<file path="config.mk">
export PLATFORM = sky130hd
export DESIGN_NAME = hart_frame_deframer
export DESIGN_NICKNAME = d
export VERILOG_FILES = /design/src/sv/hfd_pkg.sv /design/src/sv/hfd_parser.sv /design/src/sv/hfd_out_queue.sv /design/src/sv/hart_frame_deframer.sv
export SDC_FILE = /design/constraint.sdc
export NUM_CORES = 1
export LEC_CHECK = 0
export ABC_AREA = 1
export BUFFER_PORTS_ARGS = -buffer_cell sky130_fd_sc_hd__buf_4
export CAP_MARGIN = 10
export CORE_UTILIZATION = 55
export CTS_BUF_LIST = sky130_fd_sc_hd__clkbuf_2 sky130_fd_sc_hd__clkbuf_4 sky130_fd_sc_hd__clkbuf_8
export CTS_CLUSTER_DIAMETER = 150
export DETAILED_ROUTE_END_ITERATION = 10
export PLACE_DENSITY = 0.72
export SYNTH_ARGS = -nofsm -noshare
export SYNTH_HDL_FRONTEND = slang
export SYNTH_HIERARCHICAL = 1
export SYNTH_SLANG_ARGS = --single-unit
</file>
<file path="constraint.sdc">
create_clock -name clk_i -period 5.6 [get_ports clk_i]
set_input_delay 0.84 -clock clk_i [delete_from_list [all_inputs] [get_ports clk_i]]
set_output_delay 0.84 -clock clk_i [all_outputs]
set_load 0.05 [all_outputs]
</file>
<file path="src/sv/hfd_pkg.sv">
`default_nettype none

package hfd_pkg;

  localparam int unsigned UNIQUE_ADDR_BYTES = 5;
  localparam int unsigned ADDR_W = 40;
  localparam logic [7:0] UNIQUE_ADDR_CNT = 8'(UNIQUE_ADDR_BYTES);

  localparam int unsigned QUEUE_DEPTH = 4;
  localparam int unsigned QPTR_W = $clog2(QUEUE_DEPTH);
  localparam int unsigned QCNT_W = $clog2(QUEUE_DEPTH + 1);

  typedef enum logic [2:0] {
    PH_IDLE  = 3'd0,
    PH_ADDR  = 3'd1,
    PH_EXP   = 3'd2,
    PH_CMD   = 3'd3,
    PH_LEN   = 3'd4,
    PH_DATA  = 3'd5,
    PH_CHECK = 3'd6
  } phase_e;

  typedef enum logic {
    KIND_DATA    = 1'b0,
    KIND_SUMMARY = 1'b1
  } kind_e;

  typedef struct packed {
    kind_e              result_kind;
    logic [7:0]         payload_byte;
    logic [7:0]         payload_index;
    logic [ADDR_W-1:0]  device_address;
    logic               address_is_unique;
    logic [1:0]         expansion_count;
    logic [1:0]         physical_layer;
    logic [2:0]         frame_type;
    logic [7:0]         command_number;
    logic [7:0]         data_length;
    logic               check_ok;
    logic               last;
  } hfd_result_t;

  typedef struct packed {
    logic [1:0]  n;
    hfd_result_t r0;
    hfd_result_t r1;
  } hfd_push_t;

endpackage

`default_nettype wire

</file>
<file path="src/sv/hfd_parser.sv">
`default_nettype none

module hfd_parser (
  input  wire logic              clk_i,
  input  wire logic              rst_ni,
  input  wire logic              accept_i,
  input  wire logic [7:0]        rx_byte_i,
  input  wire logic              frame_start_i,
  input  wire logic              nested_frame_i,
  output hfd_pkg::hfd_push_t     push_o
);
  import hfd_pkg::*;

  phase_e            phase_q, phase_d;
  logic [7:0]        cnt_q, cnt_d;
  logic [7:0]        xor_q, xor_d;
  logic [7:0]        delim_q, delim_d;
  logic [ADDR_W-1:0] addr_q, addr_d;
  logic [7:0]        cmd_q, cmd_d;
  logic [7:0]        len_q, len_d;
  logic              nested_q, nested_d;
  logic [7:0]        cnt_inc;
  logic [7:0]        addr_n;
  logic [1:0]        exp_n;
  hfd_push_t         push;

  function automatic hfd_result_t make_summary(
    input logic [7:0]        delim,
    input logic [ADDR_W-1:0] addr,
    input logic [7:0]        cmd,
    input logic [7:0]        len,
    input logic              ok
  );
    hfd_result_t r;
    r                   = '0;
    r.result_kind       = KIND_SUMMARY;
    r.device_address    = addr;
    r.address_is_unique = delim[7];
    r.expansion_count   = delim[6:5];
    r.physical_layer    = delim[4:3];
    r.frame_type        = delim[2:0];
    r.command_number    = cmd;
    r.data_length       = len;
    r.check_ok          = ok;
    r.last              = 1'b1;
    return r;
  endfunction

  function automatic hfd_result_t make_data(input logic [7:0] b, input logic [7:0] idx);
    hfd_result_t r;
    r               = '0;
    r.result_kind   = KIND_DATA;
    r.payload_byte  = b;
    r.payload_index = idx;
    r.last          = 1'b1;
    return r;
  endfunction

  assign cnt_inc = cnt_q + 8'd1;
  assign addr_n  = delim_q[7] ? UNIQUE_ADDR_CNT : 8'd1;
  assign exp_n   = delim_q[6:5];

  always_comb begin
    phase_d  = phase_q;
    cnt_d    = cnt_q;
    xor_d    = xor_q;
    delim_d  = delim_q;
    addr_d   = addr_q;
    cmd_d    = cmd_q;
    len_d    = len_q;
    nested_d = nested_q;
    push     = '0;
    if (frame_start_i) begin
      delim_d  = rx_byte_i;
      xor_d    = rx_byte_i;
      nested_d = nested_frame_i;
      addr_d   = '0;
      cmd_d    = '0;
      len_d    = '0;
      cnt_d    = '0;
      phase_d  = PH_ADDR;
    end else begin
      unique case (phase_q)
        PH_ADDR: begin
          xor_d  = xor_q ^ rx_byte_i;
          addr_d = {addr_q[ADDR_W-9:0], rx_byte_i};
          cnt_d  = cnt_inc;
          if (cnt_inc >= addr_n) begin
            cnt_d   = '0;
            phase_d = (exp_n != 2'd0) ? PH_EXP : PH_CMD;
          end
        end
        PH_EXP: begin
          xor_d = xor_q ^ rx_byte_i;
          cnt_d = cnt_inc;
          if (cnt_inc >= {6'd0, exp_n}) begin
            cnt_d   = '0;
            phase_d = PH_CMD;
          end
        end
        PH_CMD: begin
          xor_d   = xor_q ^ rx_byte_i;
          cmd_d   = rx_byte_i;
          phase_d = PH_LEN;
        end
        PH_LEN: begin
          xor_d = xor_q ^ rx_byte_i;
          len_d = rx_byte_i;
          cnt_d = '0;
          if (rx_byte_i != 8'd0) begin
            phase_d = PH_DATA;
          end else if (nested_q) begin
            phase_d = PH_IDLE;
            push.n  = 2'd1;
            push.r0 = make_summary(delim_q, addr_q, cmd_q, 8'd0, 1'b1);
          end else begin
            phase_d = PH_CHECK;
          end
        end
        PH_DATA: begin
          xor_d   = xor_q ^ rx_byte_i;
          push.n  = 2'd1;
          push.r0 = make_data(rx_byte_i, cnt_q);
          cnt_d   = cnt_inc;
          if (cnt_inc >= len_q) begin
            cnt_d = '0;
            if (nested_q) begin
              phase_d      = PH_IDLE;
              push.n       = 2'd2;
              push.r0.last = 1'b0;
              push.r1      = make_summary(delim_q, addr_q, cmd_q, len_q, 1'b1);
            end else begin
              phase_d = PH_CHECK;
            end
          end
        end
        PH_CHECK: begin
          phase_d = PH_IDLE;
          push.n  = 2'd1;
          push.r0 = make_summary(delim_q, addr_q, cmd_q, len_q, rx_byte_i == xor_q);
        end
        default: begin
          phase_d = PH_IDLE;
        end
      endcase
    end
    if (!accept_i) begin
      push.n = 2'd0;
    end
  end

  assign push_o = push;

  always_ff @(posedge clk_i or negedge rst_ni) begin
    if (!rst_ni) begin
      phase_q  <= PH_IDLE;
      cnt_q    <= '0;
      xor_q    <= '0;
      delim_q  <= '0;
      addr_q   <= '0;
      cmd_q    <= '0;
      len_q    <= '0;
      nested_q <= 1'b0;
    end else if (accept_i) begin
      phase_q  <= phase_d;
      cnt_q    <= cnt_d;
      xor_q    <= xor_d;
      delim_q  <= delim_d;
      addr_q   <= addr_d;
      cmd_q    <= cmd_d;
      len_q    <= len_d;
      nested_q <= nested_d;
    end
  end

  // two results only at the end of a nested frame: data byte then summary
  a_two_results: assert property (@(posedge clk_i) disable iff (!rst_ni)
    push.n == 2'd2 |-> (!push.r0.last && push.r1.last &&
                        push.r0.result_kind == KIND_DATA &&
                        push.r1.result_kind == KIND_SUMMARY))
    else $error("two-result push malformed");

  a_no_push_idle: assert property (@(posedge clk_i) disable iff (!rst_ni)
    (phase_q == PH_IDLE && !frame_start_i) |-> push.n == 2'd0)
    else $error("result produced while idle");

endmodule

`default_nettype wire

</file>
<file path="src/sv/hfd_out_queue.sv">
`default_nettype none

module hfd_out_queue (
  input  wire logic                 clk_i,
  input  wire logic                 rst_ni,
  input  wire hfd_pkg::hfd_push_t   push_i,
  output logic                      full_o,
  output logic                      valid_o,
  input  wire logic                 stall_i,
  output hfd_pkg::hfd_result_t      head_o
);
  import hfd_pkg::*;

  hfd_result_t       entries_q [QUEUE_DEPTH];
  logic [QPTR_W-1:0] wr_ptr_q, wr_ptr_d;
  logic [QPTR_W-1:0] rd_ptr_q, rd_ptr_d;
  logic [QCNT_W-1:0] count_q, count_d;
  logic [QPTR_W-1:0] wr_nxt;
  logic              pop;

  assign pop     = valid_o && !stall_i;
  assign wr_nxt  = wr_ptr_q + QPTR_W'(1);
  assign valid_o = count_q != '0;
  assign full_o  = count_q > QCNT_W'(QUEUE_DEPTH - 2);
  assign head_o  = entries_q[rd_ptr_q];

  always_comb begin
    wr_ptr_d = wr_ptr_q + QPTR_W'(push_i.n);
    rd_ptr_d = rd_ptr_q + QPTR_W'(pop);
    count_d  = count_q + QCNT_W'(push_i.n) - QCNT_W'(pop);
  end

  always_ff @(posedge clk_i or negedge rst_ni) begin
    if (!rst_ni) begin
      wr_ptr_q <= '0;
      rd_ptr_q <= '0;
      count_q  <= '0;
    end else begin
      wr_ptr_q <= wr_ptr_d;
      rd_ptr_q <= rd_ptr_d;
      count_q  <= count_d;
    end
  end

  always_ff @(posedge clk_i) begin
    if (push_i.n != 2'd0) begin
      entries_q[wr_ptr_q] <= push_i.r0;
    end
    if (push_i.n == 2'd2) begin
      entries_q[wr_nxt] <= push_i.r1;
    end
  end

  a_no_overflow: assert property (@(posedge clk_i) disable iff (!rst_ni)
    (QCNT_W+1)'(count_q) + (QCNT_W+1)'(push_i.n) <= (QCNT_W+1)'(QUEUE_DEPTH))
    else $error("result queue overflow");

  a_push_range: assert property (@(posedge clk_i) disable iff (!rst_ni)
    push_i.n != 2'd3)
    else $error("push count out of range");

  a_drain: assert property (@(posedge clk_i) disable iff (!rst_ni)
    (pop && push_i.n == 2'd0) |=> count_q == $past(count_q) - QCNT_W'(1))
    else $error("queue count did not drop on transaction");

endmodule

`default_nettype wire

</file>
<file path="src/sv/hart_frame_deframer.sv">
// channel | valid      | stall       | payload
// in      | in_valid_i | in_stall_o  | rx_byte_i, frame_start_i, nested_frame_i
// out     | out_valid_o| out_stall_i | result_kind_o ... last_o (one result)
//
// one byte per cycle while in_stall_o is low; each result is registered in the queue before it shows
// a byte gives zero, one or two results; results wait in a four-entry queue
// in_stall_o rises while the queue has fewer than two free entries
// rst_ni clears the parser to idle and empties the queue
`default_nettype none

module hart_frame_deframer (
  input  wire logic                     clk_i,
  input  wire logic                     rst_ni,
  input  wire logic                     in_valid_i,
  output logic                          in_stall_o,
  input  wire logic [7:0]               rx_byte_i,
  input  wire logic                     frame_start_i,
  input  wire logic                     nested_frame_i,
  output logic                          out_valid_o,
  input  wire logic                     out_stall_i,
  output logic                          result_kind_o,
  output logic [7:0]                    payload_byte_o,
  output logic [7:0]                    payload_index_o,
  output logic [hfd_pkg::ADDR_W-1:0]    device_address_o,
  output logic                          address_is_unique_o,
  output logic [1:0]                    expansion_count_o,
  output logic [1:0]                    physical_layer_o,
  output logic [2:0]                    frame_type_o,
  output logic [7:0]                    command_number_o,
  output logic [7:0]                    data_length_o,
  output logic                          check_ok_o,
  output logic                          last_o
);
  import hfd_pkg::*;

  logic        accept;
  logic        full;
  hfd_push_t   push;
  hfd_result_t head;

  assign in_stall_o = full;
  assign accept     = in_valid_i && !full;

  hfd_parser u_parser (
    .clk_i          (clk_i),
    .rst_ni         (rst_ni),
    .accept_i       (accept),
    .rx_byte_i      (rx_byte_i),
    .frame_start_i  (frame_start_i),
    .nested_frame_i (nested_frame_i),
    .push_o         (push)
  );

  hfd_out_queue u_queue (
    .clk_i   (clk_i),
    .rst_ni  (rst_ni),
    .push_i  (push),
    .full_o  (full),
    .valid_o (out_valid_o),
    .stall_i (out_stall_i),
    .head_o  (head)
  );

  assign result_kind_o       = head.result_kind;
  assign payload_byte_o      = head.payload_byte;
  assign payload_index_o     = head.payload_index;
  assign device_address_o    = head.device_address;
  assign address_is_unique_o = head.address_is_unique;
  assign expansion_count_o   = head.expansion_count;
  assign physical_layer_o    = head.physical_layer;
  assign frame_type_o        = head.frame_type;
  assign command_number_o    = head.command_number;
  assign data_length_o       = head.data_length;
  assign check_ok_o          = head.check_ok;
  assign last_o              = head.last;

endmodule

`default_nettype wire
</file>
[Yosys cells after proc, flatten, opt, wreduce, memory -nomap -nowiden]
Memory sizes are Yosys's and may differ from the RTL's.
Index checks and enable logic that the tools add are counted.
Cells by class
  add/subtract/negate cells: 6
  magnitude comparators: 4
  eq/ne operators: 11
  mux-type cells: 36
  bitwise operators: 1
  reductions and logical operators: 21
Operator list (number)
  case mux 85 bit (3 select lines): 1
  2-to-1 mux 84 bit: 3
  2-to-1 mux 168 bit: 1
  2-to-1 mux 85 bit: 1
  2-to-1 mux 83 bit: 1
  2-to-1 mux 40 bit: 2
  2-to-1 mux 8 bit: 10
  case mux 8 bit (4 select lines): 1
  2-to-1 mux 3 bit: 7
  greater-or-equal comparator 8 bit: 2
  case mux 3 bit (5 select lines): 1
  AND reduction 2 bit: 6
  nonzero test 2 bit: 6
  == test 3 bit (second input constant): 3
  != test 3 x 2 -> 1 bit (second input constant): 3
  adder 8 x 1 -> 8 bit (second input constant): 1
  == test 8 bit: 1
  greater-or-equal comparator 8 x 2 -> 1 bit: 1
  nonzero test 8 bit: 1
  XOR 8 bit: 1
  == test 3 x 2 -> 1 bit (second input constant): 2
  2-to-1 mux 2 bit: 3
  2-to-1 mux 1 bit: 5
  nonzero test 5 bit: 1
  13 further kinds: 15
Word-level totals
  register bits after elaboration: 91
  bits in writable memories: 332
  bits of input ports: 14
  output and inout bits: 85
  logic and storage cells: 91
  memories kept: 1
Memory list
  u_queue.entries_q: words 4, width 83, rd ports 1, clocked after memory_dff 0, write ports 2, line hfd_out_queue.sv:14  | hfd_result_t entries_q [QUEUE_DEPTH];

[Depth between registers and ports, before layout]
  depth after elaboration: 9
  gate-level depth with buffers: 20
  mapped depth without buffers: 20

[Modules after synthesis]
Netlist, hierarchy kept.
Modules (own cells, without submodules)
  hfd_out_queue: times used 1, cells each 1767, area an instance 17037.6 µm², sequential area each 10144.7 µm²
  hfd_parser: times used 1, cells each 701, area an instance 5231.3 µm², sequential area each 2102.0 µm²
  hart_frame_deframer: times used 1, cells each 2, area an instance 10.0 µm², sequential area each 0.0 µm²

[Least setup slack after synthesis]
Ideal clock, no wire load.
  path kind: register to register
  from: register u_parser.cnt_q[0]
  to: memory u_queue/entries_q[3][0] in the netlist's numbering, enable pin
  library setup time: 0.814 ns
  arrival: 4.129 ns
  required time: 4.786 ns
  slack: 0.657 ns
  cell stages (with the launch flop): 16
  buffers on the path: 1
  period minus slack after synthesis: 4.943 ns
  cells stage by stage: dfrtp_1 > ha_1 > nand3_2 > xor2_1 > ha_1 > nand2_1 > nor2_1 > nand2_1 > nand3_1 > nand3_1 > inv_1 > nor3_1 > nor2_4 > nand2_2 > clkbuf_1 > nand2_1
RTL lines
  start, declared: line hfd_parser.sv:15  | logic [7:0] cnt_q, cnt_d;
  start signal, assigned: line hfd_parser.sv:166  | cnt_q <= cnt_d;
  end, declared: line hfd_out_queue.sv:14

==> out/results.txt <==
The flow ran to the end, and the final reports show no timing, DRC or antenna violations. Fill cells in the final layout number 3,357. VDD sags by at most 0.317 mV. For this run, asynchronously set or reset flops after synthesis account for 21.5%. Before CTS, the worst setup slack after placement is 1.28 ns. The tools report the footprint of the flip-flops and latches as 12,300 um2. The width of the chip is 203 um, and the count of pins over their slew limit is 0. Global routing consumed, over all layers together, 27.2% of the routing resources. The total routed wirelength is 55.9 mm, and the initial detailed-routing violation count is 1,638. Sequential cells were found to cover 55.0% of the synthesized design area. The most frequently used flop master after synthesis is sky130_fd_sc_hd__edfxtp_1. The nature of the critical path endpoint was a flip-flop. The count of hold buffers inserted by post-cts repair came out at 0. The maximum operating frequency is 0.231 GHz. Clock-pin slew was measured on the worst setup and hold paths at 0.06 ns.

The insertion delay of the later-clocked pin in the worst-skew pair is 0.63 ns. The critical path goes through ha_1 > nand3_2 > xor2_1 > ha_1 > nand2_1 > nor2_1 > nand2_1 > nand3_1 > nand3_1 > inv_1 > nor3_1 > inv_1 > nand2_1 > nand2_1 > nand2_4 > buf_4. For this design the top-level I/O count stands at 99. The tools report the core outline area as 39,800 um2.

The detailed-placement wirelength estimate is 31.8 mm, and the worst clock skew is 0.0379 ns. The cell type of the slowest stage on the worst timing path is sky130_fd_sc_hd__buf_4. The height of the chip was 203 um.

The die covers 41,300 um2. The period utilization was 77.3%. The run gives 0 as the antenna diode count. Startpoint kind of the worst setup timing path: a flip-flop. The largest fanout of any net on the critical path works out to 47.

The static leakage power was 8.49 nW. Counting the buffers created by CTS gives 73. Number of global-route vias before repair: 16,500. Entering global routing, the biggest net connects 168 pins. CTS saw 423 sinks. The run gives 10.9 mW as the total power after layout.

The hold violation count in the final report was 0. The number of instances in the synthesized netlist was 2,470; the total power divided by cell area was 445 nW/um2. The total of warnings raised by yosys was 6. In this run the power spent charging and discharging nets is 4.70 mW. Net switching is 43.2% of the power. Once the floorplan was initialized, standard cells occupied 55.9% of the core. Kind of critical path: reg2reg.

The net count of the finished layout is 2,539. The buffering stage count on the worst path with inverters included is 3. The via-per-instance ratio was 5.53; the worst stage delay on the critical path was 0.69 ns. The count of flip-flops with a built-in enable after synthesis is 332, and the share of power burned in the clock network is 25.5%. The shortest clock period the worst path allows after layout is 4.33 ns, and the count of cell types in the netlist is 39.

Once routing completed, OpenROAD measured the worst setup slack at 1.27 ns. After global routing the overflow that remains totals 0. The clock tree synthesis step divided the H-tree into 3 levels. TritonCTS built the clock tree. The internal power of the cells totals 6.17 mW.

The congestion estimate from routability-driven global placement came to 0.872. Before antenna repair, the detailed router went through 6 iterations. Combinational logic is responsible for 40.5% of the overall power. A synthesized cell averages 9.02 um2. Relative to the synthesized area, the layout overhead comes to 9.61%.

The number of buffers added on ports was 98. The number of cells upsized or downsized after cts was 0; the average routed wire per standard cell was 18.1 um. The logs give 4.55 ns for the arrival time of data at the critical path endpoint and 3 for the maximum number of buffers from clock root to sink. The worst hold path belongs to the class in2async.

Of the cells placed in the final design, the portion with a size suffix greater than 1 is 16.5%. In this run the clock root is driven by a sky130_fd_sc_hd__clkbuf_8. Cell repeated most along the worst path: sky130_fd_sc_hd__nand2_1. The detailed-route via count came out at 17,100. STA puts the critical path data required time at 5.82 ns. In this run the remaining antenna-violating nets after routing total 0. Setup violations remaining at the end of the flow were counted as 0.

The slew at the pin closest to its max-slew limit works out to 1.18 ns. For this run, design rule violations remaining after detail routing come to 0. The cell area that synthesis handed to floorplanning was 22,300 um2. The logs give 0 for the initial antenna violation count and 0 for the setup fix buffers added after clock tree synthesis.

The tool flagged a number of max-cap violations equal to 0. The number of flip-flops and latches in the synthesized netlist is 423, and the sequential group share of total power is 34.0%. In the final layout, the multi-input gates occupy 8260 um2. The first global-routing pass estimated 87.8 mm of wire. The cell family contributing the most delay on the critical path was simple AND/OR/NAND/NOR gates.

After floorplanning, the core was divided into 73 placement rows. For the final routed database, the setup TNS stands at 0 ns. The relative max-transition margin was 21.3%.

Setup repair after global routing left no endpoint under its margin.
-- per-stage QoR --
stage / cells / utilization, % / area [um2] / hold slack (ns)
after floorplan: 2485 / - / 22300 / 0.442
after global placement: 2956 / 57.7 / 23000 / 0.466
after detailed placement: 2956 / 57.7 / 23000 / 0.474
after CTS: 3088 / 61.3 / 24400 / 0.253
after global routing: 3088 / 61.3 / 24400 / 0.318
final: 3088 / 61.3 / 24400 / 0.264
-- flip-flops by register name (all words and copies together), names as in the netlist --
| register | cells |
|---|---|
| u_queue/entries_q | 332 |
| u_parser/addr_q | 40 |
| u_parser/cmd_q | 8 |
| u_parser/cnt_q | 8 |
| u_parser/delim_q | 8 |
| u_parser/len_q | 8 |
| u_parser/xor_q | 8 |
| u_parser/phase_q | 3 |
| u_queue/count_q | 3 |
| u_queue/rd_ptr_q | 2 |
| u_queue/wr_ptr_q | 2 |
| u_parser/nested_q | 1 |
-- placed cells by master (no fill, tap or decap), drive strengths merged --
cell type  synthesis  layout
o21ai            630     630
nand2            465     465
nor2             434     434
edfxtp           332     332
inv              214     215
buf              126     121
clkbuf            49     106
dfrtp             91      91
o22ai             34      34
nand3             29      29
clkinv             0      20
ha                18      18
conb               1      16
a21oi             11      11
nand4              8       8
xor2               7       7
xnor2              6       6
nor3               5       5
clkinvlp           0       4
a31oi              4       4
bufinv             0       1
o21a               1       1
nor4               1       1
and2               1       1
or2                1       1
a41oi              1       1
fa                 1       1
-- cell type report --
class	instances	share of cell area, %
Multi-Input combinational cell	1673	33.8
Clock buffer	106	5.18
Timing Repair Buffer	121	4.18
Tap cell	525	2.69
Sequential cell	423	50.2
Inverter	214	3.33
Clock inverter	26	0.656
-- synthesized netlist by cell type, types with 4 or more instances --
| cell type | count | area [um2] |
|---|---|---|
| sky130_fd_sc_hd__inv_2 | 10 | 37.5 |
| sky130_fd_sc_hd__a21oi_1 | 10 | 50.1 |
| sky130_fd_sc_hd__nand2_1 | 454 | 1700 |
| sky130_fd_sc_hd__nor2_2 | 19 | 119 |
| sky130_fd_sc_hd__nand4_1 | 7 | 43.8 |
| sky130_fd_sc_hd__xor2_1 | 7 | 61.3 |
| sky130_fd_sc_hd__a31oi_1 | 4 | 25.0 |
| sky130_fd_sc_hd__nand3_1 | 27 | 135 |
| sky130_fd_sc_hd__o21ai_0 | 375 | 1880 |
| sky130_fd_sc_hd__o22ai_1 | 34 | 213 |
| sky130_fd_sc_hd__xnor2_1 | 6 | 52.6 |
| sky130_fd_sc_hd__nand2_2 | 10 | 62.6 |
| sky130_fd_sc_hd__buf_6 | 34 | 383 |
| sky130_fd_sc_hd__edfxtp_1 | 332 | 9970 |
| sky130_fd_sc_hd__buf_4 | 25 | 188 |
| sky130_fd_sc_hd__nor3_1 | 5 | 25.0 |
| sky130_fd_sc_hd__buf_2 | 63 | 315 |
| sky130_fd_sc_hd__inv_1 | 203 | 762 |
| sky130_fd_sc_hd__o21ai_1 | 151 | 756 |
| sky130_fd_sc_hd__nor2_1 | 391 | 1470 |
| sky130_fd_sc_hd__ha_1 | 18 | 225 |
| sky130_fd_sc_hd__nor2_4 | 24 | 270 |
| sky130_fd_sc_hd__dfrtp_1 | 91 | 2280 |
| sky130_fd_sc_hd__clkbuf_1 | 49 | 184 |
| sky130_fd_sc_hd__o21ai_2 | 104 | 911 |
-- worst paths after layout --
kind | startpoint | slack [ns] | end | cells after the start
worst max-delay path | u_parser/cnt_q[0]$_DFFE_PN0P_ | 1.27 | u_queue/entries_q[0][77]$_DFFE_PP_ | 16
worst min-delay path | rst_ni | 0.26 | u_queue/rd_ptr_q[0]$_DFF_PN0_ | 1
worst max register to register | u_parser/cnt_q[0]$_DFFE_PN0P_ | 1.27 | u_queue/entries_q[0][77]$_DFFE_PP_ | 16
worst min register to register | u_parser/len_q[2]$_DFFE_PN0P_ | 0.49 | u_parser/len_q[2]$_DFFE_PN0P_ | 2
max in group asynchronous | rst_ni | 4.20 | u_parser/addr_q[23]$_DFFE_PN0P_ | 2
min in group clk_i | u_parser/len_q[2]$_DFFE_PN0P_ | 0.49 | u_parser/len_q[2]$_DFFE_PN0P_ | 2
-- per-layer routing --
layer  track usage (%)  share of wire (%)  wire, um
met1              35.5                 42     23300
met2              46.5                 49     27500
met3              3.66                6.6      3680
met4              9.67                2.4      1350
met5                 0                  0         0
-- logic make-up (layout without fill, tap and decap cells) --
group	count (synthesis)	count (layout)	share of synthesized area (%)
simple gates	944	944	17.5
fa+ha+maj	19	19	1.10
buf+inv	389	467	8.59
other cells	1	16	0.0168
compound gates	681	681	17.3
xor+xnor	13	13	0.511
flops	423	423	55.0
-- power by group through the flow --
| stage | logic, mW | registers, mW | clock network [mW] |
|---|---|---|---|
| final | 4.40 | 3.70 | 2.77 |
| after detailed placement | 4.40 | 3.76 | 0 |
| after global routing | 4.72 | 3.72 | 2.94 |
| after global placement | 4.36 | 3.76 | 0 |
| after CTS | 4.41 | 3.70 | 2.82 |
| after floorplan | 3.16 | 3.70 | 0 |
Note: power is estimated with default switching activity, not from simulation.
